$ cat config.mk
export PLATFORM = sky130hd
export DESIGN_NAME = polargraph_step_generator
export DESIGN_NICKNAME = d
export VERILOG_FILES = /design/src/rtl/core/pgsg_pkg.sv /design/src/rtl/core/pgsg_len_unit.sv /design/src/rtl/core/pgsg_stepper.sv /design/src/rtl/core/polargraph_step_generator.sv
export SDC_FILE = /design/constraint.sdc
export NUM_CORES = 2
export LEC_CHECK = 0
export BUFFER_PORTS_ARGS = -buffer_cell sky130_fd_sc_hd__buf_2
export CAP_MARGIN = 30
export CELL_PAD_IN_SITES_DETAIL_PLACEMENT = 0
export CELL_PAD_IN_SITES_GLOBAL_PLACEMENT = 1
export CORE_MARGIN = 2
export CORE_UTILIZATION = 46
export DETAILED_ROUTE_END_ITERATION = 7
export GPL_ROUTABILITY_DRIVEN = 0
export PLACE_DENSITY = 0.85
export SYNTH_ARGS = -nofsm -noshare
export SYNTH_HDL_FRONTEND = slang
export SYNTH_SLANG_ARGS = --single-unit
$ cat constraint.sdc
create_clock -name clk -period 7.9 [get_ports clk]
set_input_delay 0 -clock clk [delete_from_list [all_inputs] [get_ports clk]]
set_output_delay 0 -clock clk [all_outputs]
set_load 0.02 [all_outputs]
$ cat src/rtl/core/pgsg_pkg.sv
// ----------------------------------------------------------------------------
// pgsg_pkg
// Shared types and constants of the polargraph step generator: item and
// result payloads, register indexes, action codes and state encodings.
// ----------------------------------------------------------------------------
`default_nettype none

package pgsg_pkg;

    // Coordinate width of targets and anchors, length width in whole steps.
    localparam int COORD_BITS = 24;
    localparam int LEN_BITS   = 20;
    localparam logic [LEN_BITS-1:0] LEN_MAX = '1;

    // Configuration register indexes.
    localparam int CFG_IDX_W = 3;
    localparam logic [CFG_IDX_W-1:0] CFG_LEFT_ANCHOR_X  = 3'd0;
    localparam logic [CFG_IDX_W-1:0] CFG_RIGHT_ANCHOR_X = 3'd1;
    localparam logic [CFG_IDX_W-1:0] CFG_ANCHOR_Y       = 3'd2;
    localparam logic [CFG_IDX_W-1:0] CFG_INVERT_LEFT    = 3'd3;
    localparam logic [CFG_IDX_W-1:0] CFG_INVERT_RIGHT   = 3'd4;

    // Item action codes.
    localparam logic ACT_TARGET = 1'b0;
    localparam logic ACT_TICK   = 1'b1;

    // Input item.
    typedef struct packed {
        logic                         action;
        logic signed [COORD_BITS-1:0] pen_x;
        logic signed [COORD_BITS-1:0] pen_y;
    } item_t;

    // Result item.
    typedef struct packed {
        logic                step_left;
        logic                dir_left;
        logic                step_right;
        logic                dir_right;
        logic                busy_res;
        logic                last_step;
        logic                rejected;
        logic [LEN_BITS-1:0] left_length;
        logic [LEN_BITS-1:0] right_length;
    } result_t;

    // Commands from the sequencer to the stepper.
    typedef struct packed {
        logic tick;
        logic plan;
        logic commit;
    } step_cmd_t;

    // Stepper status seen by the sequencer.
    typedef struct packed {
        logic                busy;
        logic [1:0]          dir_bits;
        logic [LEN_BITS-1:0] left_len;
        logic [LEN_BITS-1:0] right_len;
        logic                step_left;
        logic                step_right;
        logic                last;
    } step_status_t;

    // Top-level sequencer states.
    typedef enum logic [2:0] {
        ST_IDLE,
        ST_LEN,
        ST_PLAN,
        ST_COMMIT,
        ST_EMIT
    } seq_state_t;

    // Length unit states.
    typedef enum logic [2:0] {
        LU_IDLE,
        LU_ABS,
        LU_MUL,
        LU_LOAD,
        LU_ROOT,
        LU_ROUND,
        LU_DONE
    } lu_state_t;

endpackage

`default_nettype wire

$ cat src/rtl/core/pgsg_len_unit.sv
// ----------------------------------------------------------------------------
// pgsg_len_unit
// String length of one anchor: squares the two coordinate distances with a
// bit-serial shift-add multiplier, takes a restoring square root two radicand
// bits per cycle, then rounds to whole steps and saturates.
// ----------------------------------------------------------------------------
`default_nettype none

module pgsg_len_unit #(
    parameter int FRAC_BITS = 4
) (
    input  wire logic                               clk,
    input  wire logic                               rst_n,
    input  wire logic                               start,
    input  wire logic [pgsg_pkg::COORD_BITS-1:0]    pen_x,
    input  wire logic [pgsg_pkg::COORD_BITS-1:0]    pen_y,
    input  wire logic [pgsg_pkg::COORD_BITS-1:0]    anchor_x,
    input  wire logic [pgsg_pkg::COORD_BITS-1:0]    anchor_y,
    output logic                                    done,
    output logic [pgsg_pkg::LEN_BITS-1:0]           length
);

    localparam int CB    = pgsg_pkg::COORD_BITS;
    localparam int LB    = pgsg_pkg::LEN_BITS;
    localparam int DW    = CB + 1;
    localparam int AXB   = LB + FRAC_BITS;
    localparam int MAG_W = (CB < AXB) ? CB : AXB;
    localparam int SQ_W  = 2 * MAG_W + 1;
    localparam int M_W   = SQ_W + 2 - 2 * FRAC_BITS;
    localparam int R_W   = (M_W + 1) / 2;
    localparam int ME_W  = 2 * R_W;
    localparam int NW    = ((R_W > LB) ? R_W : LB) + 1;
    localparam int MAXC  = (MAG_W > R_W) ? MAG_W : R_W;
    localparam int CNT_W = $clog2(MAXC);

    pgsg_pkg::lu_state_t state_reg, state_next;
    logic [CNT_W-1:0]    cnt_reg;

    logic [DW-1:0]    diff_x_reg, diff_y_reg;
    logic [MAG_W-1:0] mag_x_reg, mag_y_reg;
    logic [MAG_W-1:0] sr_x_reg, sr_y_reg;
    logic             sat_reg;
    logic [SQ_W-1:0]  acc_reg;
    logic [ME_W-1:0]  rad_reg;
    logic [R_W+1:0]   rem_reg;
    logic [R_W-1:0]   root_reg;
    logic [LB-1:0]    len_reg;

    // Absolute distances and the out-of-range check.
    logic [DW-1:0] abs_x_full, abs_y_full;
    logic [CB-1:0] abs_x, abs_y;
    logic          sat_x, sat_y;

    always_comb
    begin
        abs_x_full = diff_x_reg[DW-1] ? (~diff_x_reg + DW'(1)) : diff_x_reg;
        abs_y_full = diff_y_reg[DW-1] ? (~diff_y_reg + DW'(1)) : diff_y_reg;
        abs_x      = abs_x_full[CB-1:0];
        abs_y      = abs_y_full[CB-1:0];
        sat_x      = (abs_x >> AXB) != '0;
        sat_y      = (abs_y >> AXB) != '0;
    end

    // One multiplier bit per cycle, most significant first, both squares at once.
    logic [SQ_W-1:0] acc_next;

    always_comb
    begin
        acc_next = (acc_reg << 1)
                 + (sr_x_reg[MAG_W-1] ? SQ_W'(mag_x_reg) : '0)
                 + (sr_y_reg[MAG_W-1] ? SQ_W'(mag_y_reg) : '0);
    end

    // Radicand: four times the sum of squares, scaled down by the fraction bits.
    logic [SQ_W+1:0] acc_ext;
    logic [M_W-1:0]  rad_val;

    always_comb
    begin
        acc_ext = {acc_reg, 2'b00};
        rad_val = acc_ext[SQ_W+1:2*FRAC_BITS];
    end

    // One restoring root step: two radicand bits in, one root bit out.
    logic [R_W+3:0] cand, trial, cand_diff;
    logic           ge;

    always_comb
    begin
        cand      = {rem_reg, rad_reg[ME_W-1 -: 2]};
        trial     = {2'b00, root_reg, 2'b01};
        cand_diff = cand - trial;
        ge        = cand >= trial;
    end

    // Round half up to whole steps and saturate.
    logic [NW-1:0] root_ext, half_val;
    logic [LB-1:0] len_next;

    always_comb
    begin
        root_ext = NW'(root_reg);
        half_val = (root_ext + NW'(1)) >> 1;
        if (sat_reg || ((half_val >> LB) != '0))
            len_next = pgsg_pkg::LEN_MAX;
        else
            len_next = half_val[LB-1:0];
    end

    // Next state.
    always_comb
    begin
        state_next = state_reg;
        unique case (state_reg)
            pgsg_pkg::LU_IDLE:  if (start) state_next = pgsg_pkg::LU_ABS;
            pgsg_pkg::LU_ABS:   state_next = pgsg_pkg::LU_MUL;
            pgsg_pkg::LU_MUL:   if (cnt_reg == '0) state_next = pgsg_pkg::LU_LOAD;
            pgsg_pkg::LU_LOAD:  state_next = pgsg_pkg::LU_ROOT;
            pgsg_pkg::LU_ROOT:  if (cnt_reg == '0) state_next = pgsg_pkg::LU_ROUND;
            pgsg_pkg::LU_ROUND: state_next = pgsg_pkg::LU_DONE;
            pgsg_pkg::LU_DONE:  state_next = pgsg_pkg::LU_IDLE;
            default:            state_next = pgsg_pkg::LU_IDLE;
        endcase
    end

    // Outputs.
    always_comb
    begin
        done   = (state_reg == pgsg_pkg::LU_DONE);
        length = len_reg;
    end

    // Control registers.
    always_ff @(posedge clk or negedge rst_n)
    begin
        if (!rst_n)
        begin
            state_reg <= pgsg_pkg::LU_IDLE;
            cnt_reg   <= '0;
        end
        else
        begin
            state_reg <= state_next;
            if (state_reg == pgsg_pkg::LU_ABS)
                cnt_reg <= CNT_W'(MAG_W - 1);
            else if (state_reg == pgsg_pkg::LU_LOAD)
                cnt_reg <= CNT_W'(R_W - 1);
            else if (state_reg == pgsg_pkg::LU_MUL || state_reg == pgsg_pkg::LU_ROOT)
                cnt_reg <= cnt_reg - CNT_W'(1);
        end
    end

    // Datapath registers.
    always_ff @(posedge clk)
    begin
        unique case (state_reg)
            pgsg_pkg::LU_IDLE:
            begin
                if (start)
                begin
                    diff_x_reg <= {pen_x[CB-1], pen_x} - {anchor_x[CB-1], anchor_x};
                    diff_y_reg <= {pen_y[CB-1], pen_y} - {anchor_y[CB-1], anchor_y};
                end
            end
            pgsg_pkg::LU_ABS:
            begin
                mag_x_reg <= abs_x[MAG_W-1:0];
                mag_y_reg <= abs_y[MAG_W-1:0];
                sr_x_reg  <= abs_x[MAG_W-1:0];
                sr_y_reg  <= abs_y[MAG_W-1:0];
                sat_reg   <= sat_x || sat_y;
                acc_reg   <= '0;
            end
            pgsg_pkg::LU_MUL:
            begin
                acc_reg  <= acc_next;
                sr_x_reg <= sr_x_reg << 1;
                sr_y_reg <= sr_y_reg << 1;
            end
            pgsg_pkg::LU_LOAD:
            begin
                rad_reg  <= ME_W'(rad_val);
                rem_reg  <= '0;
                root_reg <= '0;
            end
            pgsg_pkg::LU_ROOT:
            begin
                rad_reg  <= rad_reg << 2;
                rem_reg  <= ge ? cand_diff[R_W+1:0] : cand[R_W+1:0];
                root_reg <= {root_reg[R_W-2:0], ge};
            end
            pgsg_pkg::LU_ROUND:
            begin
                len_reg <= len_next;
            end
            pgsg_pkg::LU_DONE:
            begin
                len_reg <= len_reg;
            end
            default:
            begin
                len_reg <= len_reg;
            end
        endcase
    end

endmodule

`default_nettype wire

$ cat src/rtl/core/pgsg_stepper.sv
// ----------------------------------------------------------------------------
// pgsg_stepper
// Move state and Bresenham interleave of the two motors: plans a move from
// new string lengths and gives one lead step per tick, plus a follower step
// whenever the error sum wraps.
// ----------------------------------------------------------------------------
`default_nettype none

module pgsg_stepper (
    input  wire logic                               clk,
    input  wire logic                               rst_n,
    input  wire pgsg_pkg::step_cmd_t                cmd,
    input  wire logic [pgsg_pkg::LEN_BITS-1:0]      new_left,
    input  wire logic [pgsg_pkg::LEN_BITS-1:0]      new_right,
    output pgsg_pkg::step_status_t                  status
);

    localparam int LB = pgsg_pkg::LEN_BITS;

    // Move state.
    logic [LB-1:0] left_now_reg, right_now_reg;
    logic [LB-1:0] follow_reg, gap_reg;
    logic [LB-1:0] togo_reg, err_reg;
    logic          left_leads_reg;
    logic [1:0]    dir_bits_reg;
    logic          ev_left_reg, ev_right_reg, ev_last_reg;

    // Plan results, held for the commit cycle.
    logic [LB-1:0] dl_reg, dr_reg;
    logic          grow_l_reg, grow_r_reg;

    // Step differences and directions from the new lengths.
    logic          grow_l, grow_r;
    logic [LB-1:0] dl, dr;

    always_comb
    begin
        grow_l = new_left > left_now_reg;
        grow_r = new_right > right_now_reg;
        dl     = grow_l ? (new_left - left_now_reg) : (left_now_reg - new_left);
        dr     = grow_r ? (new_right - right_now_reg) : (right_now_reg - new_right);
    end

    // Lead and follower counts; the right motor leads on a tie.
    logic          left_leads;
    logic [LB-1:0] lead_val, follow_val;

    always_comb
    begin
        left_leads = dl_reg > dr_reg;
        lead_val   = left_leads ? dl_reg : dr_reg;
        follow_val = left_leads ? dr_reg : dl_reg;
    end

    // The follower steps when error plus follow count reaches the lead count.
    logic          busy;
    logic          fstep;
    logic [LB-1:0] err_next;

    always_comb
    begin
        busy     = togo_reg != '0;
        fstep    = err_reg >= gap_reg;
        err_next = fstep ? (err_reg - gap_reg) : (err_reg + follow_reg);
    end

    // Status.
    always_comb
    begin
        status.busy       = busy;
        status.dir_bits   = dir_bits_reg;
        status.left_len   = left_now_reg;
        status.right_len  = right_now_reg;
        status.step_left  = ev_left_reg;
        status.step_right = ev_right_reg;
        status.last       = ev_last_reg;
    end

    // Plan registers.
    always_ff @(posedge clk)
    begin
        if (cmd.plan)
        begin
            dl_reg     <= dl;
            dr_reg     <= dr;
            grow_l_reg <= grow_l;
            grow_r_reg <= grow_r;
        end
    end

    // Move state registers.
    always_ff @(posedge clk or negedge rst_n)
    begin
        if (!rst_n)
        begin
            left_now_reg   <= '0;
            right_now_reg  <= '0;
            follow_reg     <= '0;
            gap_reg        <= '0;
            togo_reg       <= '0;
            err_reg        <= '0;
            left_leads_reg <= 1'b0;
            dir_bits_reg   <= '0;
            ev_left_reg    <= 1'b0;
            ev_right_reg   <= 1'b0;
            ev_last_reg    <= 1'b0;
        end
        else if (cmd.commit)
        begin
            left_now_reg   <= new_left;
            right_now_reg  <= new_right;
            follow_reg     <= follow_val;
            gap_reg        <= lead_val - follow_val;
            togo_reg       <= lead_val;
            err_reg        <= '0;
            left_leads_reg <= left_leads;
            dir_bits_reg   <= {grow_r_reg, grow_l_reg};
            ev_left_reg    <= 1'b0;
            ev_right_reg   <= 1'b0;
            ev_last_reg    <= 1'b0;
        end
        else if (cmd.tick)
        begin
            if (busy)
            begin
                err_reg      <= err_next;
                togo_reg     <= togo_reg - LB'(1);
                ev_left_reg  <= left_leads_reg ? 1'b1 : fstep;
                ev_right_reg <= left_leads_reg ? fstep : 1'b1;
                ev_last_reg  <= togo_reg == LB'(1);
            end
            else
            begin
                ev_left_reg  <= 1'b0;
                ev_right_reg <= 1'b0;
                ev_last_reg  <= 1'b0;
            end
        end
    end

endmodule

`default_nettype wire

$ cat src/rtl/core/polargraph_step_generator.sv
// ----------------------------------------------------------------------------
// polargraph_step_generator
// Two-string wall plotter step generator: string lengths from a pen target,
// then an interleaved step sequence for both motors, one step item per tick.
// ----------------------------------------------------------------------------
// A tick item goes from acceptance through the emit state into the output
// register once that is free, and so does a target that arrives during a
// running move (it is rejected). An accepted target first runs through the
// length units: each string has its own, with a bit-serial square over the
// magnitude bits (MAG = 24) and a restoring square root over the root bits
// (ROOT = 22), followed by the rounding, the move plan and the commit. One
// item is worked on at a time; a new item is taken while the previous result
// still waits in the output register. Configuration writes are taken in
// every cycle and must only be made while the block is idle. FRAC_BITS
// (0 to 8) sets the number of fraction bits of the target and anchor
// coordinates.
// ----------------------------------------------------------------------------
`default_nettype none

module polargraph_step_generator #(
    parameter int FRAC_BITS = 4
) (
    input  wire logic                                   clk,
    input  wire logic                                   rst_n,
    input  wire logic                                   item_valid,
    output logic                                        item_ready,
    input  wire pgsg_pkg::item_t                        item,
    output logic                                        result_valid,
    input  wire logic                                   result_ready,
    output pgsg_pkg::result_t                           result,
    input  wire logic                                   cfg_valid,
    output logic                                        cfg_ready,
    input  wire logic [pgsg_pkg::CFG_IDX_W-1:0]         cfg_index,
    input  wire logic [pgsg_pkg::COORD_BITS-1:0]        cfg_data
);

    localparam int CB = pgsg_pkg::COORD_BITS;
    localparam int LB = pgsg_pkg::LEN_BITS;

    // Configuration registers.
    logic [CB-1:0] left_ax_reg, right_ax_reg, anchor_y_reg;
    logic          inv_left_reg, inv_right_reg;

    assign cfg_ready = 1'b1;

    always_ff @(posedge clk or negedge rst_n)
    begin
        if (!rst_n)
        begin
            left_ax_reg   <= '0;
            right_ax_reg  <= '0;
            anchor_y_reg  <= '0;
            inv_left_reg  <= 1'b0;
            inv_right_reg <= 1'b0;
        end
        else if (cfg_valid)
        begin
            unique case (cfg_index)
                pgsg_pkg::CFG_LEFT_ANCHOR_X:  left_ax_reg   <= cfg_data;
                pgsg_pkg::CFG_RIGHT_ANCHOR_X: right_ax_reg  <= cfg_data;
                pgsg_pkg::CFG_ANCHOR_Y:       anchor_y_reg  <= cfg_data;
                pgsg_pkg::CFG_INVERT_LEFT:    inv_left_reg  <= cfg_data[0];
                pgsg_pkg::CFG_INVERT_RIGHT:   inv_right_reg <= cfg_data[0];
                default:                      inv_left_reg  <= inv_left_reg;
            endcase
        end
    end

    // Sequencer state and item flags.
    pgsg_pkg::seq_state_t   state_reg, state_next;
    logic                   is_tick_reg, rej_reg;
    pgsg_pkg::step_cmd_t    cmd;
    pgsg_pkg::step_status_t status;
    logic                   accept, len_start, len_done, emit_load;
    logic                   l_done, r_done;
    logic [LB-1:0]          l_len, r_len;
    pgsg_pkg::result_t      result_reg, res_val;
    logic                   result_valid_reg;

    // Length units, one per string.
    pgsg_len_unit #(
        .FRAC_BITS (FRAC_BITS)
    ) u_len_left (
        .clk      (clk),
        .rst_n    (rst_n),
        .start    (len_start),
        .pen_x    (item.pen_x),
        .pen_y    (item.pen_y),
        .anchor_x (left_ax_reg),
        .anchor_y (anchor_y_reg),
        .done     (l_done),
        .length   (l_len)
    );

    pgsg_len_unit #(
        .FRAC_BITS (FRAC_BITS)
    ) u_len_right (
        .clk      (clk),
        .rst_n    (rst_n),
        .start    (len_start),
        .pen_x    (item.pen_x),
        .pen_y    (item.pen_y),
        .anchor_x (right_ax_reg),
        .anchor_y (anchor_y_reg),
        .done     (r_done),
        .length   (r_len)
    );

    // Move state and step interleave.
    pgsg_stepper u_stepper (
        .clk       (clk),
        .rst_n     (rst_n),
        .cmd       (cmd),
        .new_left  (l_len),
        .new_right (r_len),
        .status    (status)
    );

    assign len_done = l_done && r_done;

    // Next state.
    always_comb
    begin
        state_next = state_reg;
        unique case (state_reg)
            pgsg_pkg::ST_IDLE:
            begin
                if (accept)
                begin
                    if (item.action == pgsg_pkg::ACT_TARGET && !status.busy)
                        state_next = pgsg_pkg::ST_LEN;
                    else
                        state_next = pgsg_pkg::ST_EMIT;
                end
            end
            pgsg_pkg::ST_LEN:    if (len_done) state_next = pgsg_pkg::ST_PLAN;
            pgsg_pkg::ST_PLAN:   state_next = pgsg_pkg::ST_COMMIT;
            pgsg_pkg::ST_COMMIT: state_next = pgsg_pkg::ST_EMIT;
            pgsg_pkg::ST_EMIT:   if (emit_load) state_next = pgsg_pkg::ST_IDLE;
            default:             state_next = pgsg_pkg::ST_IDLE;
        endcase
    end

    // Sequencer outputs.
    always_comb
    begin
        item_ready = (state_reg == pgsg_pkg::ST_IDLE);
        accept     = item_ready && item_valid;
        cmd.tick   = accept && (item.action == pgsg_pkg::ACT_TICK);
        len_start  = accept && (item.action == pgsg_pkg::ACT_TARGET) && !status.busy;
        cmd.plan   = (state_reg == pgsg_pkg::ST_PLAN);
        cmd.commit = (state_reg == pgsg_pkg::ST_COMMIT);
        emit_load  = (state_reg == pgsg_pkg::ST_EMIT) && (!result_valid_reg || result_ready);
    end

    // Result from the move state after the item; directions follow the
    // invert settings as they stand.
    always_comb
    begin
        res_val.step_left    = is_tick_reg && status.step_left;
        res_val.dir_left     = status.dir_bits[0] ^ inv_left_reg;
        res_val.step_right   = is_tick_reg && status.step_right;
        res_val.dir_right    = status.dir_bits[1] ^ inv_right_reg;
        res_val.busy_res     = status.busy;
        res_val.last_step    = is_tick_reg && status.last;
        res_val.rejected     = rej_reg;
        res_val.left_length  = status.left_len;
        res_val.right_length = status.right_len;
    end

    // Control registers.
    always_ff @(posedge clk or negedge rst_n)
    begin
        if (!rst_n)
        begin
            state_reg        <= pgsg_pkg::ST_IDLE;
            is_tick_reg      <= 1'b0;
            rej_reg          <= 1'b0;
            result_valid_reg <= 1'b0;
        end
        else
        begin
            state_reg <= state_next;
            if (accept)
            begin
                is_tick_reg <= (item.action == pgsg_pkg::ACT_TICK);
                rej_reg     <= (item.action == pgsg_pkg::ACT_TARGET) && status.busy;
            end
            if (emit_load)
                result_valid_reg <= 1'b1;
            else if (result_ready)
                result_valid_reg <= 1'b0;
        end
    end

    // Output register.
    always_ff @(posedge clk)
    begin
        if (emit_load)
            result_reg <= res_val;
    end

    assign result_valid = result_valid_reg;
    assign result       = result_reg;

endmodule

`default_nettype wire

==> out/results.ini <==
[floorplanning]
die_x_um = 347
dieHeight_um = 347
rows = 125
coreArea_mm2 = 0.117
io_pins = 131
die-area_mm2 = 0.121
initial_core_util_pct = 46.6

[routing]
ant_nets = 0
wl_per_cell_um = 18.1
drtIter0Drc = 3112
firstDrtPassIters = 5
wl_um = 129000
via_count = 39495
drcViolationCount = 0
vias_per_cell = 5.52

[timing]
finalHoldViolCount = 0
slew_headroom_pct = 41.1
hold_ws_ns = 0.0638
rsz0062_at_grt = no
fin_crit_ns = 5.19
setup_tns_ns = 0
setup_violations = 0
drv_slew = 0
fin_worst_skew_ns = 0.0287
finalCritPeriodShare_pct = 65.7
fmax_mhz = 193
tightest_slew_ns = 0.877

[clocking]
clock_latency_ns = 0.69
cts.reportedPaths.clkPinSlew_ns = 0.06
root_buffer = clkbuf_16
clk_path_buf_depth = 3
htree_num_levels = 3
numCtsBuffers = 101
cts.sinks = 921
cts_tree = yes

[setup_path]
timing.rr.start = u_len_right.sr_y_reg[23]
cp-end-kind = register
crit_required_ns = 8.34
endpoint = u_len_right.acc_reg[35]
rrSetupSlack_ns = 2.71
reg2reg_depth = 18
critPathLaunchType = register
crit_path_start = u_len_right.sr_y_reg[23]
worstSetupPathType = reg -> reg
r2r-end = u_len_right.acc_reg[35]
arrival_ns = 5.63
critPathMaxFanout = 24

[synth]
syn_area_per_cell_um2 = 10.1
syn_inst = 5376
synth_top_flop_cell = edfxtp_1
syn_nets = 5834
synth_cell_types = 91
synth_area_leader_cell = edfxtp_1
ys_seq_area_share_pct = 48.9
synth_top_area_share_pct = 38.7
ys_ff_latch = 921
syn_area_mm2 = 0.0543
synth_warnings = 0
synthArstFlopShare_pct = 24.1
synth_area_leaders = edfxtp_1 (39%), dfrtp_1 (10%), ha_1 (7.4%), nand2_1 (5.1%), xnor2_1 (4.2%)
synth_edf_count = 699

[power]
power_leakage_nw = 25.1
p_per_area_mw_per_mm2 = 200
ir_worst_vdd_uv = 178

[finish]
syn_to_final_growth_pct = 12.3
design_area_mm2 = 0.0609
final_layout_size_suffix_gt1_share_pct = 8.93
nets = 6004
instances_no_fill = 7157
final_common_cell = nand2_1
n_fill_cell = 10179
layout_common_cells = nand2_1 (725), edfxtp_1 (699), inv_1 (494)

[placement]
postPlaceCellArea_mm2 = 0.0566
dp_hpwl_um = 93500
numPortBuffers = 129
place_inst = 6878

[global_route]
grt_pass1_wl_um = 207000
grt_pass1_vias = 38334
antenna_found_initial = 4
grt_use_total_pct = 21.3
grt-ovfl-total = 0
grt_max_degree = 126

[flow_run]
cap_viol_max_count = 0

[min_path]
hold_start = item[11]
hp-class = in -> reg

[outcome]
status = finished, final reports clean

==> worst min path at each step <==
stage	end	slack, ns	cells past startpoint
detailed placement	left_ax_reg[18]	0.12	1
floorplan	anchor_y_reg[0]	-0.30	0
global route	u_len_right.diff_y_reg[16]	0.03	3
finish	u_len_left.diff_y_reg[11]	0.06	4
CTS	u_len_left.diff_y_reg[11]	0.0003	4
global placement	left_ax_reg[20]	0.12	1
==> metrics by stage <==
stage / util (%) / setup WS [ns] / power [mW]
after global placement: 48.5 / 2.80 / 7.39
after global routing: 52.3 / 2.21 / 12.7
after CTS: 52.2 / 2.63 / 12.3
after detailed placement: 48.6 / 2.66 / 7.42
after floorplan: - / 0.323 / 6.84
final: 52.3 / 2.71 / 12.2
==> critical path: stages, from the launching register on <==
cell,delay (ns)
edfxtp_1,0.85
nand2_1,0.17
fa_1,0.49
inv_1,0.07
ha_1,0.16
inv_1,0.06
fa_1,0.37
nor2b_1,0.14
o21ai_0,0.11
a21oi_1,0.28
o21ai_0,0.18
a31oi_1,0.42
a211oi_1,0.14
o21bai_1,0.29
a311oi_1,0.22
o21ai_1,0.52
nand4_1,0.19
xor2_1,0.19
nor2_1,0.06
==> cell usage after synthesis, types with 19 or more instances <==
master / number
nand4_1: 51
inv_1: 494
o21ai_0: 352
a31oi_1: 62
xnor2_1: 263
nor2b_1: 54
or3_1: 48
xor2_1: 106
o31a_1: 20
a211oi_1: 34
and3_1: 42
nand2b_1: 50
nor2_1: 409
and2_1: 28
fa_1: 57
o21a_1: 41
o21ai_1: 26
a21oi_1: 253
nor4_1: 25
dfrtp_1: 222
ha_1: 320
nand3_1: 111
nand2_1: 731
buf_1: 19
clkbuf_1: 157
a21o_1: 86
o21bai_1: 36
mux2i_1: 65
mux2_2: 109
o31ai_1: 37
nor3_1: 93
edfxtp_1: 699
==> area by class of cell <==
class / instances / area (um^2) / share of cell area, %
clock inverter: 50 / 523 / 0.859
multi-input combinational: 3765 / 25300 / 41.5
clock buffer: 139 / 2820 / 4.63
timing repair buffer: 263 / 2000 / 3.29
antenna: 1 / 2.50 / 0.00411
sequential: 921 / 26500 / 43.6
inverter: 494 / 1850 / 3.04
tap: 1524 / 1910 / 3.13
==> report_power, final <==
| group | switching, mW | total (mW) | internal [mW] | leakage (nW) |
|---|---|---|---|---|
| combinational | 1.14 | 1.87 | 0.738 | 14.3 |
| clock | 1.99 | 4.76 | 2.77 | 1.64 |
| sequential | 0.109 | 5.53 | 5.42 | 9.09 |
==> metal layers <==
layer | GRT usage (%) | part of all wire, % | vias up
met5 | 0 | 0 | -
met4 | 6.96 | 3.2 | 0
met3 | 3.02 | 5.0 | 217
met2 | 34.4 | 46 | 977
met1 | 29.4 | 46 | 19033
li1 | - | - | 19268
==> timing repair <==
action | in CTS | in global routing
hold buffers | 87 | 0
resized for setup | 0 | 0
setup endpoints to repair | 0 | 0
hold endpoints to repair | 258 | 0
setup buffers | 0 | 0
==> logic make-up after synthesis <==
logic type      synth area share, %
mux                            3.46
flops                          48.9
xor+xnor                       5.96
other cells                 0.00691
buf+inv                        4.84
compound gates                 12.9
fa+ha+maj                      9.48
simple gates                   14.5
(Power assumes the default switching activity.)
